### src/ntpm_pkg.sv
package ntpm_pkg;

    localparam int PAGE_COUNT_DEF = 135;
    localparam int PAGE_W         = 8;
    localparam int WORD_W         = 32;
    localparam int OP_W           = 3;

    localparam logic [OP_W-1:0] OP_VERSION = 3'd0;
    localparam logic [OP_W-1:0] OP_READ    = 3'd1;
    localparam logic [OP_W-1:0] OP_WRITE   = 3'd2;
    localparam logic [OP_W-1:0] OP_AUTH    = 3'd3;

    localparam logic [PAGE_W-1:0] PG_CFG0 = 8'h83;
    localparam logic [PAGE_W-1:0] PG_CFG1 = 8'h84;
    localparam logic [PAGE_W-1:0] PG_PWD  = 8'h85;
    localparam logic [PAGE_W-1:0] PG_PACK = 8'h86;

    localparam logic [7:0] ACC_PROT  = 8'h80;
    localparam logic [7:0] ACC_LIMIT = 8'h07;
    localparam logic [7:0] FAIL_MAX  = 8'hFF;

    localparam logic [WORD_W-1:0] VERSION_WORD0 = 32'h0004_0402;
    localparam logic [WORD_W-1:0] VERSION_WORD1 = 32'h0100_1103;

    localparam logic STATUS_OK  = 1'b0;
    localparam logic STATUS_NAK = 1'b1;

    // shadow copies of the configuration pages
    typedef struct packed {
        logic [7:0]        auth0;
        logic [7:0]        access;
        logic [WORD_W-1:0] pwd;
        logic [15:0]       pack;
    } cfg_t;

    typedef struct packed {
        logic              rd_en;
        logic [PAGE_W-1:0] rd_addr;
        logic              wr_en;
        logic [PAGE_W-1:0] wr_addr;
        logic [WORD_W-1:0] wr_data;
    } mem_req_t;

    function automatic logic [WORD_W-1:0] init_word(input logic [PAGE_W-1:0] addr);
        logic [WORD_W-1:0] w;
        case (addr)
            8'h00:   w = 32'h04E1_412C;
            8'h01:   w = 32'h124C_2880;
            8'h02:   w = 32'hF648_0000;
            8'h03:   w = 32'hE110_3E00;
            8'h04:   w = 32'h0300_FE00;
            PG_CFG0: w = 32'h0400_00FF;
            PG_CFG1: w = 32'h0005_0000;
            PG_PWD:  w = 32'hFFFF_FFFF;
            PG_PACK: w = 32'h0000_0000;
            default: w = '0;
        endcase
        return w;
    endfunction

endpackage

### src/nfc_tag_page_memory.sv
// Command engine of a password-protected tag page memory. After reset the block
// loads the delivery contents into its page RAM, one page per cycle, across all
// PAGE_COUNT pages; s_axis_tready stays low until that sweep is done. It then
// takes one command at a time: a beat is accepted, a decode state handles it, and
// results leave through a single output register at one beat per cycle while
// m_axis_tready is high. Get version returns 2 beats; read returns 4 beats, one
// page per cycle from the single RAM read port while m_axis_tready is high;
// write, password auth, unknown commands and every nak return 1 beat.
// Read wraps past the last page; password and pack pages read as zero.
module nfc_tag_page_memory
    import ntpm_pkg::*;
    #(
        parameter int PAGE_COUNT = PAGE_COUNT_DEF
    )
    (
        input  logic        aclk,
        input  logic        aresetn,
        input  logic        s_axis_tvalid,
        output logic        s_axis_tready,
        input  logic [39:0] s_axis_tdata,  // page[7:0], payload[39:8]
        input  logic [2:0]  s_axis_tuser,  // op[2:0]
        output logic        m_axis_tvalid,
        input  logic        m_axis_tready,
        output logic [31:0] m_axis_tdata,  // word[31:0]
        output logic [0:0]  m_axis_tuser,  // status[0]
        output logic        m_axis_tlast
    );

    localparam int ADDR_W = $clog2(PAGE_COUNT);
    localparam logic [PAGE_W:0] PAGE_END = (PAGE_W+1)'(PAGE_COUNT);

    logic [PAGE_W:0]   init_cnt_reg, init_cnt_next;
    logic              init_done;
    cfg_t              cfg_reg, cfg_next;
    mem_req_t          ctrl_req;
    logic              wr_en;
    logic [PAGE_W-1:0] wr_addr;
    logic [WORD_W-1:0] wr_data;
    logic [WORD_W-1:0] rd_data;

    assign init_done     = (init_cnt_reg == PAGE_END);
    assign init_cnt_next = init_done ? init_cnt_reg : init_cnt_reg + 1'b1;

    always_comb begin
        if (!init_done) begin
            wr_en   = 1'b1;
            wr_addr = init_cnt_reg[PAGE_W-1:0];
            wr_data = init_word(init_cnt_reg[PAGE_W-1:0]);
        end else begin
            wr_en   = ctrl_req.wr_en;
            wr_addr = ctrl_req.wr_addr;
            wr_data = ctrl_req.wr_data;
        end
    end

    // track every write to the configuration pages
    always_comb begin
        cfg_next = cfg_reg;
        if (wr_en) begin
            unique case (wr_addr)
                PG_CFG0: cfg_next.auth0  = wr_data[7:0];
                PG_CFG1: cfg_next.access = wr_data[31:24];
                PG_PWD:  cfg_next.pwd    = wr_data;
                PG_PACK: cfg_next.pack   = wr_data[31:16];
                default: begin
                end
            endcase
        end
    end

    always_ff @(posedge aclk) begin
        if (!aresetn) begin
            init_cnt_reg <= '0;
        end else begin
            init_cnt_reg <= init_cnt_next;
        end
        cfg_reg <= cfg_next;
    end

    ntpm_ram #(
        .WIDTH (WORD_W),
        .DEPTH (PAGE_COUNT)
    ) u_ram (
        .aclk    (aclk),
        .wr_en   (wr_en),
        .wr_addr (wr_addr[ADDR_W-1:0]),
        .wr_data (wr_data),
        .rd_en   (ctrl_req.rd_en),
        .rd_addr (ctrl_req.rd_addr[ADDR_W-1:0]),
        .rd_data (rd_data)
    );

    ntpm_ctrl #(
        .PAGE_COUNT (PAGE_COUNT)
    ) u_ctrl (
        .aclk      (aclk),
        .aresetn   (aresetn),
        .init_done (init_done),
        .cfg       (cfg_reg),
        .mem_req   (ctrl_req),
        .mem_rdata (rd_data),
        .s_valid   (s_axis_tvalid),
        .s_ready   (s_axis_tready),
        .s_op      (s_axis_tuser),
        .s_page    (s_axis_tdata[7:0]),
        .s_payload (s_axis_tdata[39:8]),
        .m_valid   (m_axis_tvalid),
        .m_ready   (m_axis_tready),
        .m_status  (m_axis_tuser[0]),
        .m_word    (m_axis_tdata),
        .m_last    (m_axis_tlast)
    );

endmodule

### src/ntpm_ram.sv
module ntpm_ram
    #(
        parameter int WIDTH = 32,
        parameter int DEPTH = 135
    )
    (
        input  logic                     aclk,
        input  logic                     wr_en,
        input  logic [$clog2(DEPTH)-1:0] wr_addr,
        input  logic [WIDTH-1:0]         wr_data,
        input  logic                     rd_en,
        input  logic [$clog2(DEPTH)-1:0] rd_addr,
        output logic [WIDTH-1:0]         rd_data
    );

    logic [WIDTH-1:0] mem [DEPTH];
    logic [WIDTH-1:0] rd_data_reg;

    always_ff @(posedge aclk) begin
        if (wr_en) begin
            mem[wr_addr] <= wr_data;
        end
        if (rd_en) begin
            rd_data_reg <= mem[rd_addr];
        end
    end

    assign rd_data = rd_data_reg;

endmodule

### src/ntpm_ctrl.sv
module ntpm_ctrl
    import ntpm_pkg::*;
    #(
        parameter int PAGE_COUNT = PAGE_COUNT_DEF
    )
    (
        input  logic              aclk,
        input  logic              aresetn,
        input  logic              init_done,
        input  cfg_t              cfg,
        output mem_req_t          mem_req,
        input  logic [WORD_W-1:0] mem_rdata,
        input  logic              s_valid,
        output logic              s_ready,
        input  logic [OP_W-1:0]   s_op,
        input  logic [PAGE_W-1:0] s_page,
        input  logic [WORD_W-1:0] s_payload,
        output logic              m_valid,
        input  logic              m_ready,
        output logic              m_status,
        output logic [WORD_W-1:0] m_word,
        output logic              m_last
    );

    localparam logic [1:0] ST_IDLE  = 2'd0;
    localparam logic [1:0] ST_EXEC  = 2'd1;
    localparam logic [1:0] ST_VER   = 2'd2;
    localparam logic [1:0] ST_RDATA = 2'd3;

    localparam logic [PAGE_W:0]   PAGE_END  = (PAGE_W+1)'(PAGE_COUNT);
    localparam logic [PAGE_W-1:0] PAGE_LAST = PAGE_W'(PAGE_COUNT - 1);

    logic [1:0]        state_reg, state_next;
    logic [OP_W-1:0]   op_reg, op_next;
    logic [PAGE_W-1:0] page_reg, page_next;
    logic [WORD_W-1:0] payload_reg, payload_next;
    logic [1:0]        cnt_reg, cnt_next;
    logic [PAGE_W-1:0] addr_reg, addr_next;
    logic              session_reg, session_next;
    logic [7:0]        fail_reg, fail_next;
    logic              m_valid_reg, m_valid_next;
    logic              m_status_reg, m_status_next;
    logic [WORD_W-1:0] m_word_reg, m_word_next;
    logic              m_last_reg, m_last_next;

    logic              out_free;
    logic              emit;
    logic              emit_status;
    logic [WORD_W-1:0] emit_word;
    logic              emit_last;
    logic              out_of_range;
    logic              gated;
    logic [2:0]        limit;
    logic              lockout;
    logic [PAGE_W-1:0] addr_inc;

    assign out_free     = !m_valid_reg || m_ready;
    assign out_of_range = {1'b0, page_reg} >= PAGE_END;
    assign gated        = (page_reg >= cfg.auth0) && !session_reg;
    assign limit        = cfg.access[2:0] & ACC_LIMIT[2:0];
    assign lockout      = (limit != 3'd0) && (fail_reg >= {5'd0, limit});
    assign addr_inc     = (addr_reg == PAGE_LAST) ? '0 : addr_reg + 1'b1;

    assign s_ready = (state_reg == ST_IDLE) && init_done;

    always_comb begin
        state_next   = state_reg;
        op_next      = op_reg;
        page_next    = page_reg;
        payload_next = payload_reg;
        cnt_next     = cnt_reg;
        addr_next    = addr_reg;
        session_next = session_reg;
        fail_next    = fail_reg;
        emit         = 1'b0;
        emit_status  = STATUS_OK;
        emit_word    = '0;
        emit_last    = 1'b1;
        mem_req      = '0;

        unique case (state_reg)
            ST_IDLE: begin
                if (s_valid && s_ready) begin
                    op_next      = s_op;
                    page_next    = s_page;
                    payload_next = s_payload;
                    cnt_next     = '0;
                    state_next   = ST_EXEC;
                end
            end
            ST_EXEC: begin
                if (op_reg == OP_VERSION) begin
                    state_next = ST_VER;
                end else if (op_reg == OP_READ && !out_of_range &&
                             !((cfg.access & ACC_PROT) != 8'd0 && gated)) begin
                    mem_req.rd_en   = 1'b1;
                    mem_req.rd_addr = page_reg;
                    addr_next       = page_reg;
                    state_next      = ST_RDATA;
                end else if (out_free) begin
                    emit        = 1'b1;
                    emit_status = STATUS_NAK;
                    state_next  = ST_IDLE;
                    case (op_reg)
                        OP_WRITE: begin
                            if (!out_of_range && !gated) begin
                                emit_status     = STATUS_OK;
                                mem_req.wr_en   = 1'b1;
                                mem_req.wr_addr = page_reg;
                                mem_req.wr_data = payload_reg;
                            end
                        end
                        OP_AUTH: begin
                            if (!lockout) begin
                                if (payload_reg != cfg.pwd) begin
                                    if (fail_reg != FAIL_MAX) begin
                                        fail_next = fail_reg + 1'b1;
                                    end
                                end else begin
                                    emit_status  = STATUS_OK;
                                    emit_word    = {16'd0, cfg.pack};
                                    fail_next    = '0;
                                    session_next = 1'b1;
                                end
                            end
                        end
                        default: begin
                        end
                    endcase
                end
            end
            ST_VER: begin
                if (out_free) begin
                    emit      = 1'b1;
                    emit_word = cnt_reg[0] ? VERSION_WORD1 : VERSION_WORD0;
                    emit_last = cnt_reg[0];
                    cnt_next  = cnt_reg + 1'b1;
                    if (cnt_reg[0]) begin
                        state_next = ST_IDLE;
                    end
                end
            end
            ST_RDATA: begin
                // rd_data holds while no new read is issued
                if (out_free) begin
                    emit      = 1'b1;
                    emit_word = (addr_reg == PG_PWD || addr_reg == PG_PACK) ? '0 : mem_rdata;
                    emit_last = (cnt_reg == 2'd3);
                    cnt_next  = cnt_reg + 1'b1;
                    if (cnt_reg == 2'd3) begin
                        state_next = ST_IDLE;
                    end else begin
                        mem_req.rd_en   = 1'b1;
                        mem_req.rd_addr = addr_inc;
                        addr_next       = addr_inc;
                    end
                end
            end
            default: begin
                state_next = ST_IDLE;
            end
        endcase
    end

    always_comb begin
        m_valid_next  = m_valid_reg && !m_ready;
        m_status_next = m_status_reg;
        m_word_next   = m_word_reg;
        m_last_next   = m_last_reg;
        if (emit) begin
            m_valid_next  = 1'b1;
            m_status_next = emit_status;
            m_word_next   = emit_word;
            m_last_next   = emit_last;
        end
    end

    always_ff @(posedge aclk) begin
        if (!aresetn) begin
            state_reg   <= ST_IDLE;
            session_reg <= 1'b0;
            fail_reg    <= '0;
            m_valid_reg <= 1'b0;
            cnt_reg     <= '0;
        end else begin
            state_reg   <= state_next;
            session_reg <= session_next;
            fail_reg    <= fail_next;
            m_valid_reg <= m_valid_next;
            cnt_reg     <= cnt_next;
        end
        op_reg       <= op_next;
        page_reg     <= page_next;
        payload_reg  <= payload_next;
        addr_reg     <= addr_next;
        m_status_reg <= m_status_next;
        m_word_reg   <= m_word_next;
        m_last_reg   <= m_last_next;
    end

    assign m_valid  = m_valid_reg;
    assign m_status = m_status_reg;
    assign m_word   = m_word_reg;
    assign m_last   = m_last_reg;

endmodule

### config.mk
export PLATFORM = sky130hd
export DESIGN_NAME = nfc_tag_page_memory
export DESIGN_NICKNAME = d
export VERILOG_FILES = /design/src/ntpm_pkg.sv /design/src/nfc_tag_page_memory.sv /design/src/ntpm_ram.sv /design/src/ntpm_ctrl.sv
export SDC_FILE = /design/constraint.sdc
export NUM_CORES = 2
export LEC_CHECK = 0
export BUFFER_PORTS_ARGS = -buffer_cell sky130_fd_sc_hd__buf_2
export CAP_MARGIN = 0
export CORE_MARGIN = 2
export CORE_UTILIZATION = 57
export DETAILED_ROUTE_END_ITERATION = 8
export PLACE_DENSITY = 0.76
export SLEW_MARGIN = 20
export SYNTH_ARGS = -nofsm -noshare
export SYNTH_HDL_FRONTEND = slang
export SYNTH_HIERARCHICAL = 1
export SYNTH_MEMORY_MAX_BITS = 65536
export SYNTH_SLANG_ARGS = --single-unit
### constraint.sdc
create_clock -name aclk -period 9.4 [get_ports aclk]
set_input_delay 0.47 -clock aclk [delete_from_list [all_inputs] [get_ports aclk]]
set_output_delay 0.47 -clock aclk [all_outputs]
set_load 0.03 [all_outputs]
# After elaboration in Yosys (flattened, before gate mapping)
# Memory sizes are Yosys's and may differ from the RTL's. A register that Yosys moved wholly into a read port is not among the register bits.
# Index checks and enable logic that the tools add are counted.
# word_totals
ff_bits	172
ramBits	4320
inputBits	47
output_inout_bits	36
elab_cells	159
n_memories	1
# op_classes
add_sub_neg	4
order_cmp	3
eq_ne	34
mux	59
bitwise_logic	6
n_reduce_logical	35
# mem_list
memory	words	word_bits	rd	rd_clocked_by_memory_dff	write_ports	line_no	rtl
u_ram.mem	135	32	1	1	1	ntpm_ram.sv:16	logic [WIDTH-1:0] mem [DEPTH];
# op_table
operator	n
$mux 32	9
$pmux 32 s8	1
$mux 41	5
$pmux 32 s3	1
$eq 8x8->1 const B	9
$mux 8	8
$mux 50	1
$ne 32x32->1	1
$mux 9	3
$mux 25	1
$mux 2	10
$pmux 9 s2	1
$add 8x1->8 const B	2
$eq 8x2->1 const B	2
$mux 16	1
$pmux 8 s2	1
$reduce_and 7->1	2
$mux 1	12
$ne 2x1->1 const B	6
$reduce_and 2->1	5
$add 9x1->9 const B	1
$eq 9x8->1 const B	1
$logic_and 1x1->1	9
$eq 8x1->1 const B	1
28 further kinds	48

# Longest topological paths before layout
# logic_depth
depth_word	13
ltp_mapped	19
ltp_nobuf	14

# By module
# Netlist, hierarchy kept.
# by_module_without_submodules
mod	instances	cells_each	area_each_um2	seq_area_each_um2
ntpm_ram	1	7478	166607.3	130685.3
ntpm_ctrl	1	430	5047.3	2832.7
nfc_tag_page_memory	1	246	3171.8	2102.0

# Worst setup path after synthesis
# Ideal clock, no wire load.
# synth_timing
path_kind	reg-to-reg
start	register u_ctrl.page_reg[0]
end	register cfg_reg[0] (netlist name) (data pin)
setup_ns	1.337
arrival_time_ns	7.690
required_ns	8.063
setup_slack_ns	0.373
stages_incl_launch_ff	12
path_buffers	1
period_less_slack_ns	9.027
cell_sequence	edfxtp_1 > inv_1 > ha_1 > nand2b_1 > a2111oi_1 > or3_1 > a31o_1 > and3_1 > clkbuf_2 > and2_1 > nor2_1 > a221oi_1
# synth_lines
item	line_no	rtl
start, declared	ntpm_ctrl.sv:35	logic [PAGE_W-1:0] page_reg, page_next;
start signal, assigned	ntpm_ctrl.sv:193	page_reg <= page_next;
end signal, assigned	nfc_tag_page_memory.sv:77	cfg_reg <= cfg_next;
end, declared	nfc_tag_page_memory.sv:34	cfg_t cfg_reg, cfg_next;

==> impl_metrics.toml <==
[timing]
drv_slew = 0
fmax_ghz = 0.130
period_share_pct = 81.9
tightest_slew_ns = 1.27
finalHoldViolCount = 0
slew_headroom_pct = 14.4
hold_slack_ns = 0.214
fin_tns_setup_ns = 0
skew_ns = 0.0871
fin_crit_ns = 7.70
rsz0062_at_grt = "no"
setup_viol = 0

[power_and_ir_drop]
power_frac_seq_pct = 55.3
p_sw_w = 0.00851
clock_power_share_pct = 41.9
pwr-share-comb_pct = 2.8
p_leak_nw = 58.7
max-vdd-ir-drop_uv = 188
power.density_nw_per_um2 = 207
netSwitchingFraction_pct = 20.8
p_int_w = 0.0324

[floorplanning]
fp-row-count = 203
start_util_pct = 57.2
die_h_um = 558
io_pins = 83
core_area_sq_um = 305000
die_area_sq_um = 311000
die_w_um = 558

[setup_path]
path_max_fanout = 87
crit_path_end_kind = "flip-flop"
cp.arrival_ns = 8.49
cp-start-kind = "flip-flop"
crit_path_cell_trace = "inv_1, ha_1, nand2b_1, a2111oi_1, or3_1, o2111ai_1, nor2_1, o2bb2ai_4, buf_12, nand2b_4, o22ai_1, nor3_1, o32ai_1, a32oi_1, o21ai_1"
critPathMaxStageDelay_ns = 0.99
cp_data_required_time_ns = 10.19
crit_type = "reg2reg"
cpMaxStageDelayCell = "o32ai_1"

[drt]
viasPerCell = 6.92
drt_iter0_markers = 15842
num_vias = 90354
drc = 0
wirelength_um = 485000
drtPass1Iterations = 7
drtAntennaViolNets = 0
routedWlPerCell_um = 37.2

[grt]
grt_overflow = 0
antenna_found_initial = 42
grt_usage_pct = 31.1
grt_pass1_wl_um = 676000
grt_pass1_vias = 88054
grt_max_degree = 121

[outcome]
outcome = "complete, no violations"

[clock_tree]
clock-sinks = 4520
clock_path_buffers = 4
cts_buffers = 430
cts_tree = "built"
postCtsResizedCells = 0
path_clk_slew_ns = 0.06
htree_num_levels = 5
clock_latency_ns = 0.99
clock-root-buffer = "clkbuf_16"

[finish]
largest_reg_flops = 4320
syn_to_final_growth_pct = 12.8
layout.nets = 8656
fillers = 19128
seqCellArea_sq_um = 136000
layout_commonest_cell = "edfxtp_1"
drive_gt1_share_pct = 25.0
multi_input_area_sq_um = 38400
final_cell_mix = "edfxtp_1 (4497), mux4_2 (901), mux2i_1 (526)"

[synthesis]
netlist_instances = 8150
synth.avg_cell_area_sq_um = 21.4
syn_nets = 8217
synthesis.area_sq_um = 175000
yosysWarnings = 6

[flow_run]
drv_cap = 0

[placement]
place_hpwl_um = 277000
globalplace.congestion = 0.910
port_buffers = 82

[hold_path]
hp-class = "in2reg"
[power groups by stage]
stage          combinational (W)  sequential [W]  clock, W
2_1_floorplan           0.000424          0.0231         0
3_3_place_gp             0.00102          0.0230         0
3_5_place_dp             0.00108          0.0230         0
4_1_cts                  0.00110          0.0226    0.0172
5_1_grt                  0.00117          0.0226    0.0180
6_report                 0.00114          0.0226    0.0171
[stage by stage]
| step | utilization [%] | cells | instance area [sq um] | power [W] | worst slack [ns] |
|---|---|---|---|---|---|
| after floorplan | - | 8150 | 175000 | 0.0235 | 0.373 |
| after global placement | 59.7 | 12189 | 182000 | 0.0240 | 1.93 |
| after detailed placement | 59.8 | 12205 | 183000 | 0.0241 | 2.17 |
| after CTS | 64.5 | 13036 | 197000 | 0.0409 | 2.14 |
| after global routing | 64.6 | 13043 | 197000 | 0.0418 | 1.73 |
| final | 64.6 | 13049 | 197000 | 0.0409 | 1.70 |
[routing by layer]
metal / GRT usage (%) / share of wire, % / wire, um / vias up
li1: - / - / - / 35154
met1: 42.3 / 34 / 165000 / 46892
met2: 47.3 / 46 / 224000 / 7202
met3: 8.22 / 14 / 67300 / 1078
met4: 15.0 / 5.7 / 27400 / 28
met5: 0 / 0.067 / 324 / -
[layout make-up]
class                           instances  share of cell area, %
Multi-Input combinational cell       3134                   19.5
Tap cell                             4100                   2.60
Sequential cell                      4520                   68.7
Inverter                               25                 0.0476
Clock inverter                        256                   1.38
Antenna cell                            8                 0.0102
Clock buffer                          528                   5.69
Timing Repair Buffer                  478                   2.03
[path summary, 6_finish.rpt]
path,slack [ns],endpoint,cells after the start,startpoint
setup / recovery,1.70,u_ram/rd_data[16],15,u_ctrl/page_reg[0]
hold reg to reg,0.53,u_ctrl/m_word[4],1,cfg_reg[4]
setup reg to reg,1.70,u_ram/rd_data[16],15,u_ctrl/page_reg[0]
hold / removal,0.21,u_ctrl/page_reg[7],2,s_axis_tdata[7]
[repair_timing]
action,in CTS,in global routing
endpoints found under the hold margin,60,0
hold buffers,47,0
setup buffers,0,0
endpoints found under the setup margin,0,0
[worst max-delay path: cells and delay by family (launching register included)]
kind	cells	cell delay, ns
compound gates	7	3.98
flops	1	0.43
fa+ha+maj	1	0.25
buf+inv	2	0.60
simple gates	5	2.02
No activity file was read; power rests on OpenSTA's default activity.
